$ cat src/rtl/kslex_pkg.sv
// Package: shared constants, codes and control/status types of the k-subset enumerator.
`timescale 1ns / 1ps

package kslex_pkg;

   localparam int MAX_ITEMS  = 16;
   localparam int VALUE_BITS = 32;
   localparam int POS_BITS   = $clog2(MAX_ITEMS);
   localparam int COUNT_BITS = $clog2(MAX_ITEMS + 1);
   localparam int SUM_BITS   = COUNT_BITS + 1;
   localparam int ACT_BITS   = 2;
   localparam int CSR_BITS   = 1;

   typedef enum logic [ACT_BITS-1:0] {
      ACT_LOAD    = 2'd0,
      ACT_RESTART = 2'd1,
      ACT_ADVANCE = 2'd2,
      ACT_NOP     = 2'd3
   } action_type;

   typedef enum logic [CSR_BITS-1:0] {
      CSR_BASE_COUNT  = 1'b0,
      CSR_SUBSET_SIZE = 1'b1
   } csr_index_type;

   typedef enum logic [2:0] {
      ST_IDLE,
      ST_SCAN,
      ST_FILL,
      ST_EMIT_SLOT,
      ST_EMIT_PUT,
      ST_STATUS
   } ctrl_state_type;

   typedef struct packed {
      logic mem_wr;
      logic idx_clr;
      logic idx_last_ld;
      logic idx_inc;
      logic idx_dec;
      logic run_zero;
      logic run_from_slot;
      logic run_inc;
      logic slot_wr;
      logic done_set;
      logic done_clr;
      logic stat_ld;
      logic stat_exh;
      logic stat_err;
      logic rd_en;
      logic out_elem;
      logic out_stat;
   } dp_cmd_type;

   typedef struct packed {
      logic k_gt_n;
      logic k_zero;
      logic done;
      logic scan_hit;
      logic idx_first;
      logic idx_last;
      logic out_free;
   } dp_stat_type;

endpackage

$ cat src/rtl/kslex_datapath.sv
// Datapath: config registers, slot positions, base table memory and result word register.
`timescale 1ns / 1ps

module kslex_datapath
   import kslex_pkg::*;
(
   input  logic                  clock,
   input  logic                  reset,
   input  dp_cmd_type            cmd,
   output dp_stat_type           stat,
   input  logic                  csr_valid,
   input  logic [CSR_BITS-1:0]   csr_index,
   input  logic [COUNT_BITS-1:0] csr_data,
   input  logic [POS_BITS-1:0]   req_entry_index,
   input  logic [VALUE_BITS-1:0] req_entry_value,
   output logic                  rsp_valid,
   input  logic                  rsp_stall,
   output logic [POS_BITS-1:0]   rsp_position,
   output logic [VALUE_BITS-1:0] rsp_element,
   output logic                  rsp_has_element,
   output logic                  rsp_exhausted,
   output logic                  rsp_size_error,
   output logic                  rsp_last_of_run
);

   logic [COUNT_BITS-1:0] base_count_ff;
   logic [COUNT_BITS-1:0] subset_size_ff;
   logic [COUNT_BITS-1:0] n_eff;

   logic [POS_BITS-1:0]   idx_ff;
   logic [POS_BITS-1:0]   idx_in;
   logic [POS_BITS-1:0]   run_ff;
   logic [POS_BITS-1:0]   run_in;
   logic [POS_BITS-1:0]   slot_ff [MAX_ITEMS];
   logic [POS_BITS-1:0]   slot_rd;
   logic                  done_ff;
   logic                  stat_exh_ff;
   logic                  stat_err_ff;

   logic [VALUE_BITS-1:0] base_mem [MAX_ITEMS];
   logic [VALUE_BITS-1:0] elem_rd_ff;

   logic                  rsp_valid_ff;
   logic [POS_BITS-1:0]   rsp_position_ff;
   logic [VALUE_BITS-1:0] rsp_element_ff;
   logic                  rsp_has_element_ff;
   logic                  rsp_exhausted_ff;
   logic                  rsp_size_error_ff;
   logic                  rsp_last_of_run_ff;

   // config registers
   always_ff @(posedge clock) begin
      if (reset) begin
         base_count_ff  <= '0;
         subset_size_ff <= '0;
      end else if (csr_valid) begin
         unique case (csr_index_type'(csr_index))
            CSR_BASE_COUNT:  base_count_ff  <= csr_data;
            CSR_SUBSET_SIZE: subset_size_ff <= csr_data;
            default: ;
         endcase
      end
   end

   assign n_eff = (base_count_ff > COUNT_BITS'(MAX_ITEMS)) ? COUNT_BITS'(MAX_ITEMS)
                                                          : base_count_ff;
   assign slot_rd = slot_ff[idx_ff];

   always_comb begin
      idx_in = idx_ff;
      if (cmd.idx_clr) begin
         idx_in = '0;
      end else if (cmd.idx_last_ld) begin
         idx_in = POS_BITS'(subset_size_ff - COUNT_BITS'(1));
      end else if (cmd.idx_inc) begin
         idx_in = idx_ff + POS_BITS'(1);
      end else if (cmd.idx_dec) begin
         idx_in = idx_ff - POS_BITS'(1);
      end
      run_in = run_ff;
      if (cmd.run_zero) begin
         run_in = '0;
      end else if (cmd.run_from_slot) begin
         run_in = slot_rd + POS_BITS'(1);
      end else if (cmd.run_inc) begin
         run_in = run_ff + POS_BITS'(1);
      end
   end

   always_ff @(posedge clock) begin
      if (reset) begin
         idx_ff      <= '0;
         run_ff      <= '0;
         done_ff     <= 1'b0;
         stat_exh_ff <= 1'b0;
         stat_err_ff <= 1'b0;
         for (int i = 0; i < MAX_ITEMS; i++) begin
            slot_ff[i] <= '0;
         end
      end else begin
         idx_ff <= idx_in;
         run_ff <= run_in;
         if (cmd.slot_wr) begin
            slot_ff[idx_ff] <= run_ff;
         end
         if (cmd.done_set) begin
            done_ff <= 1'b1;
         end else if (cmd.done_clr) begin
            done_ff <= 1'b0;
         end
         if (cmd.stat_ld) begin
            stat_exh_ff <= cmd.stat_exh;
            stat_err_ff <= cmd.stat_err;
         end
      end
   end

   // base table
   always_ff @(posedge clock) begin
      if (cmd.mem_wr) begin
         base_mem[req_entry_index] <= req_entry_value;
      end
      if (cmd.rd_en) begin
         elem_rd_ff <= base_mem[slot_rd];
      end
   end

   // result word register
   always_ff @(posedge clock) begin
      if (reset) begin
         rsp_valid_ff <= 1'b0;
      end else if (cmd.out_elem || cmd.out_stat) begin
         rsp_valid_ff <= 1'b1;
      end else if (!rsp_stall) begin
         rsp_valid_ff <= 1'b0;
      end
   end

   always_ff @(posedge clock) begin
      if (cmd.out_elem) begin
         rsp_position_ff    <= idx_ff;
         rsp_element_ff     <= elem_rd_ff;
         rsp_has_element_ff <= 1'b1;
         rsp_exhausted_ff   <= 1'b0;
         rsp_size_error_ff  <= 1'b0;
         rsp_last_of_run_ff <= stat.idx_last;
      end else if (cmd.out_stat) begin
         rsp_position_ff    <= '0;
         rsp_element_ff     <= '0;
         rsp_has_element_ff <= 1'b0;
         rsp_exhausted_ff   <= stat_exh_ff;
         rsp_size_error_ff  <= stat_err_ff;
         rsp_last_of_run_ff <= 1'b1;
      end
   end

   assign rsp_valid       = rsp_valid_ff;
   assign rsp_position    = rsp_position_ff;
   assign rsp_element     = rsp_element_ff;
   assign rsp_has_element = rsp_has_element_ff;
   assign rsp_exhausted   = rsp_exhausted_ff;
   assign rsp_size_error  = rsp_size_error_ff;
   assign rsp_last_of_run = rsp_last_of_run_ff;

   // slot s can still grow while pos + k < n + s
   assign stat.k_gt_n    = subset_size_ff > n_eff;
   assign stat.k_zero    = subset_size_ff == '0;
   assign stat.done      = done_ff;
   assign stat.scan_hit  = (SUM_BITS'(slot_rd) + SUM_BITS'(subset_size_ff))
                         < (SUM_BITS'(n_eff) + SUM_BITS'(idx_ff));
   assign stat.idx_first = idx_ff == '0;
   assign stat.idx_last  = (COUNT_BITS'(idx_ff) + COUNT_BITS'(1)) == subset_size_ff;
   assign stat.out_free  = !rsp_valid_ff || !rsp_stall;

   a_one_load: assert property (@(posedge clock) disable iff (reset)
      !(cmd.out_elem && cmd.out_stat))
      else $error("element and status word loaded together");

   a_slot_in_range: assert property (@(posedge clock) disable iff (reset)
      cmd.slot_wr |-> (COUNT_BITS'(idx_ff) < subset_size_ff))
      else $error("slot write beyond subset size");

   a_status_last: assert property (@(posedge clock) disable iff (reset)
      (rsp_valid_ff && !rsp_has_element_ff) |-> rsp_last_of_run_ff)
      else $error("status word not marked last");

endmodule

$ cat src/rtl/kslex_ctrl.sv
// Controller: sequences load, restart, scan, refill and result emission.
`timescale 1ns / 1ps

module kslex_ctrl
   import kslex_pkg::*;
(
   input  logic                clock,
   input  logic                reset,
   input  logic                req_valid,
   output logic                req_stall,
   input  logic [ACT_BITS-1:0] req_action,
   input  dp_stat_type         stat,
   output dp_cmd_type          cmd
);

   ctrl_state_type state_ff;
   ctrl_state_type state_in;

   always_ff @(posedge clock) begin
      if (reset) begin
         state_ff <= ST_IDLE;
      end else begin
         state_ff <= state_in;
      end
   end

   always_comb begin
      state_in  = state_ff;
      cmd       = '0;
      req_stall = (state_ff != ST_IDLE);
      unique case (state_ff)
         ST_IDLE: begin
            if (req_valid) begin
               unique case (action_type'(req_action))
                  ACT_LOAD: begin
                     cmd.mem_wr = 1'b1;
                  end
                  ACT_RESTART: begin
                     if (stat.k_gt_n) begin
                        cmd.done_set = 1'b1;
                        cmd.stat_ld  = 1'b1;
                        cmd.stat_err = 1'b1;
                        state_in     = ST_STATUS;
                     end else if (stat.k_zero) begin
                        cmd.done_clr = 1'b1;
                        cmd.stat_ld  = 1'b1;
                        state_in     = ST_STATUS;
                     end else begin
                        cmd.done_clr = 1'b1;
                        cmd.idx_clr  = 1'b1;
                        cmd.run_zero = 1'b1;
                        state_in     = ST_FILL;
                     end
                  end
                  ACT_ADVANCE: begin
                     if (stat.done || stat.k_gt_n || stat.k_zero) begin
                        cmd.done_set = 1'b1;
                        cmd.stat_ld  = 1'b1;
                        cmd.stat_exh = 1'b1;
                        state_in     = ST_STATUS;
                     end else begin
                        cmd.idx_last_ld = 1'b1;
                        state_in        = ST_SCAN;
                     end
                  end
                  ACT_NOP: ;
                  default: ;
               endcase
            end
         end
         ST_SCAN: begin
            if (stat.scan_hit) begin
               cmd.run_from_slot = 1'b1;
               state_in          = ST_FILL;
            end else if (stat.idx_first) begin
               cmd.done_set = 1'b1;
               cmd.stat_ld  = 1'b1;
               cmd.stat_exh = 1'b1;
               state_in     = ST_STATUS;
            end else begin
               cmd.idx_dec = 1'b1;
            end
         end
         ST_FILL: begin
            cmd.slot_wr = 1'b1;
            cmd.run_inc = 1'b1;
            if (stat.idx_last) begin
               cmd.idx_clr = 1'b1;
               state_in    = ST_EMIT_SLOT;
            end else begin
               cmd.idx_inc = 1'b1;
            end
         end
         ST_EMIT_SLOT: begin
            cmd.rd_en = 1'b1;
            state_in  = ST_EMIT_PUT;
         end
         ST_EMIT_PUT: begin
            if (stat.out_free) begin
               cmd.out_elem = 1'b1;
               if (stat.idx_last) begin
                  state_in = ST_IDLE;
               end else begin
                  cmd.idx_inc = 1'b1;
                  state_in    = ST_EMIT_SLOT;
               end
            end
         end
         ST_STATUS: begin
            if (stat.out_free) begin
               cmd.out_stat = 1'b1;
               state_in     = ST_IDLE;
            end
         end
         default: begin
            state_in = ST_IDLE;
         end
      endcase
   end

   a_scan_nonempty: assert property (@(posedge clock) disable iff (reset)
      (state_ff == ST_SCAN) |-> (!stat.k_zero && !stat.k_gt_n))
      else $error("scan with empty or oversized subset");

   a_empty_advance: assert property (@(posedge clock) disable iff (reset)
      (state_ff == ST_IDLE && req_valid && req_action == ACT_ADVANCE && stat.k_zero)
      |=> (state_ff == ST_STATUS))
      else $error("advance on empty subset did not report exhausted");

   a_emit_end: assert property (@(posedge clock) disable iff (reset)
      (state_ff == ST_EMIT_PUT && stat.out_free && stat.idx_last) |=> (state_ff == ST_IDLE))
      else $error("emission did not end on last slot");

endmodule

$ cat src/rtl/k_subset_lexicographic_enumerator_core.sv
// Top level: lexicographic k-subset enumerator over a loaded base table.
// Load writes one table entry. Restart refills the k slots, then emits one word per slot.
// Advance scans back for a slot that can grow, refills from it, then emits every slot.
// Status-only words flag a size error or exhaustion, or end an empty (k = 0) run.
// Synchronous active-high reset clears control, slot positions, done flag and registers;
// the base table holds no reset value and must be loaded before it is read.
`timescale 1ns / 1ps

module k_subset_lexicographic_enumerator_core
   import kslex_pkg::*;
(
   input  logic                  clock,
   input  logic                  reset,
   input  logic                  csr_valid,
   output logic                  csr_ready,
   input  logic [CSR_BITS-1:0]   csr_index,
   input  logic [COUNT_BITS-1:0] csr_data,
   input  logic                  req_valid,
   output logic                  req_stall,
   input  logic [ACT_BITS-1:0]   req_action,
   input  logic [POS_BITS-1:0]   req_entry_index,
   input  logic [VALUE_BITS-1:0] req_entry_value,
   output logic                  rsp_valid,
   input  logic                  rsp_stall,
   output logic [POS_BITS-1:0]   rsp_position,
   output logic [VALUE_BITS-1:0] rsp_element,
   output logic                  rsp_has_element,
   output logic                  rsp_exhausted,
   output logic                  rsp_size_error,
   output logic                  rsp_last_of_run
);

   dp_cmd_type  cmd;
   dp_stat_type stat;

   assign csr_ready = 1'b1;

   kslex_ctrl u_ctrl (
      .clock      (clock),
      .reset      (reset),
      .req_valid  (req_valid),
      .req_stall  (req_stall),
      .req_action (req_action),
      .stat       (stat),
      .cmd        (cmd)
   );

   kslex_datapath u_datapath (
      .clock           (clock),
      .reset           (reset),
      .cmd             (cmd),
      .stat            (stat),
      .csr_valid       (csr_valid),
      .csr_index       (csr_index),
      .csr_data        (csr_data),
      .req_entry_index (req_entry_index),
      .req_entry_value (req_entry_value),
      .rsp_valid       (rsp_valid),
      .rsp_stall       (rsp_stall),
      .rsp_position    (rsp_position),
      .rsp_element     (rsp_element),
      .rsp_has_element (rsp_has_element),
      .rsp_exhausted   (rsp_exhausted),
      .rsp_size_error  (rsp_size_error),
      .rsp_last_of_run (rsp_last_of_run)
   );

endmodule

$ cat config.mk
export PLATFORM = sky130hd
export DESIGN_NAME = k_subset_lexicographic_enumerator_core
export DESIGN_NICKNAME = d
export VERILOG_FILES = /design/src/rtl/kslex_pkg.sv /design/src/rtl/kslex_datapath.sv /design/src/rtl/kslex_ctrl.sv /design/src/rtl/k_subset_lexicographic_enumerator_core.sv
export SDC_FILE = /design/constraint.sdc
export NUM_CORES = 1
export LEC_CHECK = 0
export ABC_CLOCK_PERIOD_IN_PS = 7600
export BUFFER_PORTS_ARGS = -buffer_cell sky130_fd_sc_hd__buf_4
export CORE_ASPECT_RATIO = 1.2
export CORE_MARGIN = 1
export CORE_UTILIZATION = 50
export CTS_BUF_LIST = sky130_fd_sc_hd__clkbuf_8
export CTS_CLUSTER_DIAMETER = 200
export DETAILED_ROUTE_END_ITERATION = 10
export PLACE_DENSITY = 0.71
export RECOVER_POWER = 50
export SLEW_MARGIN = 20
export SYNTH_ARGS = -nofsm -noshare
export SYNTH_HDL_FRONTEND = slang
export SYNTH_HIERARCHICAL = 1
export SYNTH_SLANG_ARGS = --single-unit
export TNS_END_PERCENT = 50
$ cat constraint.sdc
create_clock -name clock -period 7.6 [get_ports clock]
set_input_delay 0 -clock clock [delete_from_list [all_inputs] [get_ports clock]]
set_output_delay 0 -clock clock [all_outputs]
set_load 0.05 [all_outputs]
Yosys cells after proc, flatten, opt, wreduce, memory -nomap -nowiden
Memory sizes are Yosys's and may differ from the RTL's. A register that Yosys moved wholly into a read port is not among the register bits.
Index checks and enable logic that the tools add are counted.

operators by class
  div/mod/pow operators = 0
  multiplexer cells = 86
  reduce and logical (&&, ||, !) cells = 21
  shift operators = 0
  bitwise logic cells = 1
  order comparisons = 3
  eq/ne operators = 15
  add/subtract/negate cells = 8
  multiply operators = 0

operators with widths
  operator                                                            number
  32-bit 2-to-1 mux                                                   2
  1-bit 2-to-1 mux                                                    48
  4-bit 2-to-1 mux                                                    11
  3-bit 2-to-1 mux                                                    10
  3-bit case mux with 6 select lines                                  1
  4-bit by 1-bit adder with 4-bit output, second input constant       3
  2-bit 2-to-1 mux                                                    5
  5-bit 2-to-1 mux                                                    2
  1-bit case mux with 2 select lines                                  5
  2-bit != test, second input constant                                4
  4-bit by 1-bit subtractor with 4-bit output, second input constant  2
  4-bit by 5-bit adder with 6-bit output                              1
  5-bit by 4-bit adder with 6-bit output                              1
  3-bit by 2-bit == test with 1-bit output, second input constant     2
  3-bit == test, second input constant                                2
  6-bit less-than comparator                                          1
  3-bit != test, second input constant                                2
  3-bit case mux with 2 select lines                                  1
  6-bit AND reduction                                                 1
  2-bit nonzero test                                                  3
  3-bit nonzero test                                                  2
  4-bit by 1-bit adder with 5-bit output, second input constant       1
  5-bit == test                                                       1
  5-bit > comparator                                                  1
  16 further kinds                                                    22

word-level totals
  output and inout bits = 43
  RAM bits = 576
  input bits = 49
  register bits after elaboration = 65
  memories = 2
  bits in latches = 0
  bits in read-only memories = 0

memory list
  name                 words  bits a word  rd ports  clocked after Yosys merged registers in  write ports  line                  RTL
  u_datapath.base_mem  16     32           1         1                                        1            kslex_datapath.sv:40  logic [VALUE_BITS-1:0] base_mem [MAX_ITEMS];
  u_datapath.slot_ff   16     4            1         1                                        16           kslex_datapath.sv:34  logic [POS_BITS-1:0] slot_ff [MAX_ITEMS];

Logic depth before layout (Yosys ltp)
Gate-level depths: netlist of the first run.

  word-level depth = 12
  mapped depth = 25
  mapped depth without buffers = 21

Modules after synthesis
Netlist of the first run, hierarchy kept.

modules (own cells, without submodules)
  module                                  times used  area each (um2)  cells an instance  sequential area each (um2)
  kslex_datapath                          1           27307.4          2031               19949.1
  kslex_ctrl                              1           531.8            75                 60.1
  k_subset_lexicographic_enumerator_core  1           11.3             2                  0.0

Worst setup path after synthesis of the first run
Ideal clock, no wire load.

  kind = reg-to-reg
  from = reg (tool-made name)
  to = reg u_datapath.run_ff[2]
  path slack = 2.223 ns
  library setup time = 0.115 ns
  arrival time = 5.263 ns
  cell stages (with the launch flop) = 26
  data required time = 7.485 ns
  path buffers = 6
  cell sequence = dfxtp_1 > buf_2 > buf_4 > mux4_2 > mux2i_1 > mux2i_1 > buf_2 > buf_4 > clkbuf_1 > ha_1 > fa_1 > ha_1 > a21o_1 > a21oi_1 > nor2b_1 > o21ai_0 > nand2b_1 > a21oi_1 > nor3b_1 > clkbuf_1 > mux2_2 > ha_1 > nand2_1 > xnor2_1 > nor2_1 > a2111oi_0

RTL lines
  element               line                   RTL
  end signal, assigned  kslex_datapath.sv:102  run_ff <= run_in;
  end, declared         kslex_datapath.sv:32   logic [POS_BITS-1:0] run_ff;

==> run summary, run 1 <==
Run status = finished, violations left
Failing checks = max-capacitance violations, max-slew violations
Worst setup SP type = flip-flop
Clock sink count = 677
Setup bufs post-CTS = 0
Share of cells above drive strength 1 = 10.6%
Hold path depth = 3
Die Y-Extent = 261 um
TritonCTS clock tree = yes
Mapped Nets = 2190
PwrDens = 340 nW/um^2
Initial core utilization = 50.7%
Clock insertion delay at the later pin of the skew report = 0.69 ns
1st-iter DRT viols = 1467
Routed met3 length = 3640 um
CTS root buf = clkbuf_8
DR vias = 17208
Die width = 217 um
CP peak stage delay = 0.90 ns
Placed instance count = 2823
Post-synth EDFFs = 645
Clock transition at path regs = 0.07 ns
Post-DP Area = 29200 um^2
Yosys top cell by area = edfxtp_1
Vias in the first global route = 17333
Clk buf depth = 3
Reg2reg path depth = 21
Peak supply drop = 0.395 mV
Sequential share of the synthesized area = 71.8%
Tot GR Track Use = 22.8%
# setup viols final = 0
Simple-gate portion of the synthesized area = 14.4%
WP buf/inv = 2
Initial antenna violation count = 3
Prevailing post-synth register cell = edfxtp_1
Headroom to the max-slew limit = -87.0%
Detail Placement HPWL = 33700 um
GPL Wtd Cong = 0.847
Top-area cell type share of the netlist area = 69.5%
Combinational family with the most area after synthesis = simple AND/OR/NAND/NOR gates
Reg2reg end = u_datapath/run_ff[2]
Final Instance Area = 31500 um^2
Post-synthesis adder-cell area fraction = 1.56%
GRT Residual Overflow = 0
Fin Setup TNS = 0 ns
Met1 wire length = 25300 um
Die ar. = 56700 um^2
Fin. max-slew vios = 74
Vias/cell = 5.62
Crit Path Max Fanout = 65
Hold endpoint = u_datapath/base_mem[5][0]
Min cycle time layout = 5.82 ns
Syn-to-layout area delta = 13.0%
Largest net degree at the start of global routing = 229
Antenna Violating Nets Remaining = 0
Crit-path cells = mux4_2 > mux2_2 > mux2i_4 > inv_6 > ha_1 > a21o_1 > a21oi_1 > xnor2_1 > ha_1 > nor2b_1 > o21ai_0 > nand2b_1 > a21oi_1 > nor3b_1 > buf_4 > mux2_2 > ha_1 > nand2_1 > xnor2_1 > nor2_1 > a2111oi_0
Port Buffers = 90
H-tree lvl count = 3
Unique cell type count in the Yosys netlist = 62
Leakage = 0.0110 uW
Wirelength per Cell = 20.8 um
Worst-margin pin slew = 2.80 ns
Top cell by count, worst path = ha_1
Num CTS Buffers = 99
Kind of end point of the critical path = flip-flop
CP required = 8.15 ns
Maxcap violations = 2
Mux cell area share after synthesis = 3.21%
Post-synth ARST share = 0%
Core ar. = 54900 um^2
Ys Warns = 6
Top Layer Used = met5
Compound-Gate Fraction of Synth Area = 5.82%
Mapped Cells = 2108
Global-route wire length before repair = 97700 um
XOR/XNOR Fraction of Synth Area = 0.692%
Worst min-delay path category = in2reg
WL met2 = 33300 um
Yosys reg bits = 677
Hold Fails Final Rpt = 0
Max Clock Freq = 172 MHz
Crit path max-delay family = multiplexers
Std cell rows = 94
Nets = 2344
Syn_area_per_cell = 13.2 um^2
Routed Wire Length = 63900 um
RSZ-0062 raised after global routing = false
Reg2Reg Setup Slack = 1.78 ns
Setup CP Type = reg2reg
Hold path startpoint = req_entry_index[2]
Drt first pass iters = 5
Area contributors post-synth = edfxtp_1 70%, nand2_1 7.0%, a21oi_1 2.5%
Final design utilization = 57.3%
Post-Syn Area = 27900 um^2
Io pins = 92
Hold WS = 0.0483 ns
Fin crit share = 76.6%
Non-filler cells, final = 3063
Worst clock skew = 0.0401 ns
CP Data Arrival Time = 6.37 ns
Crit-path slowest cell = dfxtp_1
DR DRC count = 0
layer usage:
layer	up-vias	global-route usage (%)
met3	118	3.78
li1	7939	-
met1	8532	27.7
met2	617	40.5
met5	-	0
met4	2	9.00
cells in the mapped netlist, types with 14 or more instances:
cell type / n
o221ai_1: 27
nand2_1: 519
buf_2: 37
nand3_1: 88
clkbuf_1: 66
and2_1: 111
mux2i_1: 42
mux4_2: 15
a31oi_1: 30
dfxtp_1: 32
a21oi_1: 140
ha_1: 30
inv_1: 32
nor2_1: 57
nand4_1: 28
buf_4: 14
nor3_1: 17
edfxtp_1: 645
o21ai_0: 14
xnor2_1: 15
or2_2: 17
flip-flops by register name, indices dropped and copies added, names as in the netlist, 3 cells and up, named ones only:
name / count
u_datapath/subset_size_ff: 5
u_ctrl/state_ff: 3
u_datapath/elem_rd_ff: 32
u_datapath/base_count_ff: 5
u_datapath/run_ff: 4
u_datapath/rsp_element: 32
u_datapath/rsp_position: 4
u_datapath/base_mem: 512
u_datapath/idx_ff: 4
u_datapath/slot_ff: 64
layout make-up:
cell class | count | area (um^2)
tap | 720 | 901
inverter | 34 | 134
fill | 4248 | 23500
timing repair buffer | 177 | 1200
antenna | 2 | 5.00
multi-input combinational | 1273 | 7270
sequential | 677 | 20000
clock inverter | 77 | 528
clock buffer | 103 | 1420
how the worst max path moves through the flow:
stage	startpoint	to	slack, ns	cells past startpoint
finish	flip-flop	u_datapath/run_ff[2]	1.78	21
global route	flip-flop	u_datapath/run_ff[2]	1.30	21
CTS	flip-flop	u_datapath/run_ff[2]	1.74	21
detailed placement	flip-flop	u_datapath/run_ff[2]	1.78	21
global placement	flip-flop	u_datapath/run_ff[2]	1.88	21
floorplan	flip-flop	u_datapath/run_ff[2]	2.22	25
kinds of logic after synthesis:
| group | Yosys count |
|---|---|
| AND/OR/NAND/NOR | 882 |
| multiplexers | 68 |
| adder cells (fa/ha/maj) | 33 |
| buffers and inverters | 158 |
| AO/OA/AOI/OAI | 267 |
| other | 1 |
| flip-flops | 677 |
| XOR/XNOR | 22 |
where the power goes:
group          internal, uW  switching (uW)
logic                  1010            2300
registers              4350             151
clock network          1530            1340
total                  6900            3790
through the flow:
step	worst slack, ns	power [uW]
2_1_floorplan	2.22	6990
3_3_place_gp	1.88	7860
3_5_place_dp	1.78	7940
4_1_cts	1.74	10800
5_1_grt	1.30	11200
6_report	1.78	10700
timing repair:
action | 4_1_cts | 5_1_grt
hold endpoints to repair | 551 | 0
hold buffers | 58 | 0
resized for setup | 0 | 0
setup endpoints to repair | 0 | 0
tightest hold or removal path, delay by kind of cell:
kind | cells | cell delay (ns)
AND/OR/NAND/NOR | 2 | 0.39
buffers and inverters | 1 | 0.12
layout by cell type (no fill, tap or decap), drive strengths merged, types with 32 or more instances in the layout:
cell / Yosys / final
a21oi: 140 / 140
and2: 111 / 111
buf: 58 / 42
clkbuf: 66 / 180
clkinv: 0 / 43
dfxtp: 32 / 32
dlygate4sd3: 0 / 58
edfxtp: 645 / 645
inv: 34 / 60
mux2i: 43 / 43
nand2: 520 / 520
nand3: 88 / 88
nor2: 58 / 58
(Power assumes the default switching activity.)
==> inputs of run 2 (changes only) <==
ABC_CLOCK_PERIOD_IN_PS = 4700   (was 7600)
PLACE_DENSITY = 0.74   (was 0.71)
clock period = 4.7 ns   (was 7.6 ns; I/O delays follow)
==> run 2 against run 1 <==
Against the previous run: combinational power increased by 74%; critical endpoint unchanged; register-to-register slack lost 1.6 ns; cell count rose by 1.1%; clock skew decreased by 0.018 ns; sequential power up 61%; fmax increased by 27%; first-iteration DRC count grew 17%; the flow still finishes with violations (max-capacitance violations, max-slew violations); hold slack gained 0.010 ns; utilization is 0.56 points higher; count of clock-buffer cells in the layout did not move.
==> run summary, run 2 (synthesized netlist as in run 1, its figures left out) <==
Setup CP Type = reg2reg (unchanged)
1st-iter DRT viols = 1715 (was 1467)
Max Clock Freq = 219 MHz (was 172 MHz)
FF+latch area = 20000 um^2 (about the same)
Initial antenna violation count = 3 (unchanged)
Nets = 2383 (was 2344)
Clk buf depth = 3 (unchanged)
Global-route wire length before repair = 97800 um (was 97700 um)
Worst-margin pin slew = 2.78 ns (was 2.80 ns)
Die Y-Extent = 261 um (unchanged)
Most flops, register = u_datapath/base_mem (unchanged)
Clock transition at path regs = 0.06 ns (was 0.07 ns)
Num CTS Buffers = 101 (was 99)
Worst min-delay path category = in2reg (unchanged)
Initial core utilization = 50.7% (unchanged)
Final design utilization = 57.8% (was 57.3%)
Worst setup SP type = flip-flop (unchanged)
Core ar. = 54900 um^2 (unchanged)
Filler Cell Count = 4213 (was 4248)
Kind of end point of the critical path = flip-flop (unchanged)
Worst slack at placement = -0.115 ns (was 1.78 ns)
Share of cells above drive strength 1 = 12.1% (was 10.6%)
CTS root buf = clkbuf_8 (unchanged)
Hold Fails Final Rpt = 0 (unchanged)
Fin. max-slew vios = 75 (was 74)
Worst setup margin = 0.130 ns (was 1.78 ns)
Largest net degree at the start of global routing = 230 (was 229)
H-tree lvl count = 3 (unchanged)
Fin crit share = 97.2% (was 76.6%)
GPL Wtd Cong = 0.853 (was 0.847)
CP required = 5.27 ns (was 8.15 ns)
Antenna Violating Nets Remaining = 0 (unchanged)
Multi-input combinational cell area = 7400 um^2 (was 7270 um^2)
Die ar. = 56700 um^2 (unchanged)
Peak supply drop = 0.558 mV (was 0.395 mV)
Largest registers = u_datapath/base_mem (512), u_datapath/slot_ff (64) (unchanged)
Port Buffers = 90 (unchanged)
Worst clock skew = 0.0224 ns (was 0.0401 ns)
Hold endpoint = u_datapath/base_mem[0][31] (was u_datapath/base_mem[5][0])
Reg2Reg Setup Slack = 0.13 ns (was 1.78 ns)
Crit-path cells = buf_12 > mux4_2 > mux2i_1 > mux2i_4 > ha_4 > fa_2 > ha_1 > a21o_1 > a21oi_2 > nor2b_4 > o21ai_1 > nand2b_1 > a21oi_2 > nor3b_2 > buf_4 > mux2_4 > ha_4 > xnor2_1 > a2111oi_2 (was mux4_2 > mux2_2 > mux2i_4 > inv_6 > ha_1 > a21o_1 > a21oi_1 > xnor2_1 > ha_1 > nor2b_1 > o21ai_0 > nand2b_1 > a21oi_1 > nor3b_1 > buf_4 > mux2_2 > ha_1 > nand2_1 > xnor2_1 > nor2_1 > a2111oi_0)
Vias/cell = 5.60 (was 5.62)
TritonCTS clock tree = yes (unchanged)
Crit-path slowest cell = fa_2 (was dfxtp_1)
Clock sink count = 677 (unchanged)
Reg2reg end = u_datapath/run_ff[2] (unchanged)
CP peak stage delay = 0.52 ns (was 0.90 ns)
DR vias = 17334 (was 17208)
Failing checks = max-capacitance violations, max-slew violations (unchanged)
Detail Placement HPWL = 36500 um (was 33700 um)
Wirelength per Cell = 20.9 um (was 20.8 um)
Maxcap violations = 2 (unchanged)
Routed Wire Length = 64700 um (was 63900 um)
Min cycle time layout = 4.57 ns (was 5.82 ns)
Syn-to-layout area delta = 14.1% (was 13.0%)
DR DRC count = 0 (unchanged)
# setup viols final = 0 (unchanged)
Overall power = 17200 uW (was 10700 uW)
Hold path depth = 3 (unchanged)
Std cell rows = 94 (unchanged)
Run status = finished, violations left (unchanged)
RSZ-0062 raised after global routing = true (was false)
GRT Residual Overflow = 0 (unchanged)
Vias in the first global route = 17308 (was 17333)
Commonest cells after routing, fill and taps aside = 645 x edfxtp_1, 519 x nand2_1, 135 x a21oi_1 (was 645 x edfxtp_1, 517 x nand2_1, 140 x a21oi_1)
Die width = 217 um (unchanged)
Hold path startpoint = req_entry_index[1] (was req_entry_index[2])
Crit Path Max Fanout = 6 (was 65)
Io pins = 92 (unchanged)
Headroom to the max-slew limit = -85.3% (was -87.0%)
Clock insertion delay at the later pin of the skew report = 0.68 ns (was 0.69 ns)
Fin Setup TNS = 0 ns (unchanged)
Tot GR Track Use = 22.9% (was 22.8%)
Hold WS = 0.0586 ns (was 0.0483 ns)
Leakage = 0.0111 uW (was 0.0110 uW)
Leading cell type in the layout, fill and taps excluded = edfxtp_1 (unchanged)
PwrDens = 542 nW/um^2 (was 340 nW/um^2)
CP Data Arrival Time = 5.14 ns (was 6.37 ns)
Drt first pass iters = 7 (was 5)
Max reg flops = 512 (unchanged)
Reg2reg path depth = 19 (was 21)
## run 2: cell types whose count changed in the layout (fill, tap and decap cells not counted), sizes merged
cell         change
bufinv           -7
dlygate4sd3      +5
clkinvlp         +1
inv             +12
clkbuf           +1
clkinv           -9
buf             +31
## run 2: worst max path at each step
stage	start	endpoint	slack (ns)	cells past startpoint
global placement	flip-flop	u_datapath/run_ff[2]	0.07	19
finish	flip-flop	u_datapath/run_ff[2]	0.13	19
detailed placement	flip-flop	flip-flop	-0.11	20
CTS	flip-flop	u_datapath/run_ff[2]	0.002	20
floorplan	flip-flop	u_datapath/run_ff[2]	-0.0003	23
global route	flip-flop	u_datapath/idx_ff[3]	-0.02	24
## run 2: worst max-delay path, delay by kind of cell, from the launching register on
| kind | cells | cell delay (ns) |
|---|---|---|
| xor gates and xnor gates | 1 | 0.13 |
| and+or+nand+nor | 3 | 0.32 |
| buffers and inverters | 2 | 0.29 |
| DFF | 1 | 0.38 |
| muxes | 4 | 1.25 |
| AOI/OAI and AO/OA | 5 | 0.99 |
| adders and majority gates | 4 | 1.10 |
## run 2: where the power goes
group | leakage, uW | switching [uW] | internal (uW) | total (uW)
clock network | 0.00104 | 2140 | 2080 | 4220
logic | 0.00393 | 3870 | 1870 | 5750
registers | 0.00616 | 212 | 7040 | 7250
## run 2: what timing repair did
action,4_1_cts,5_1_grt
buffers inserted,0,5
setup endpoints to repair,5,9
gates cloned,0,1
hold buffers,63,0
endpoints found under the hold margin,551,0
pin swaps,0,9
gates resized for setup,3,18
## run 2: area by class of cell
class / count / area share (%)
Tap cell: 720 / 2.84
Antenna cell: 2 / 0.0158
Sequential cell: 677 / 63.0
Timing Repair Buffer: 214 / 4.92
Clock inverter: 74 / 1.04
Inverter: 34 / 0.417
Multi-Input combinational cell: 1273 / 23.3
Clock buffer: 103 / 4.46
## run 2: metal layers
| layer | part of all wire (%) | GRT usage (%) | vias to the layer above |
|---|---|---|---|
| li1 | - | - | 8016 |
| met1 | 39 | 28.0 | 8559 |
| met2 | 52 | 40.5 | 612 |
| met3 | 6.0 | 3.25 | 147 |
| met4 | 3.2 | 9.59 | 0 |
| met5 | 0 | 0 | - |
## run 2: through the flow
stage | area (um^2) | instances
after CTS | 31900 | 3088
after global placement | 29500 | 2848
after global routing | 31800 | 3097
after floorplan | 27900 | 2108
after detailed placement | 29500 | 2848
final | 31800 | 3097
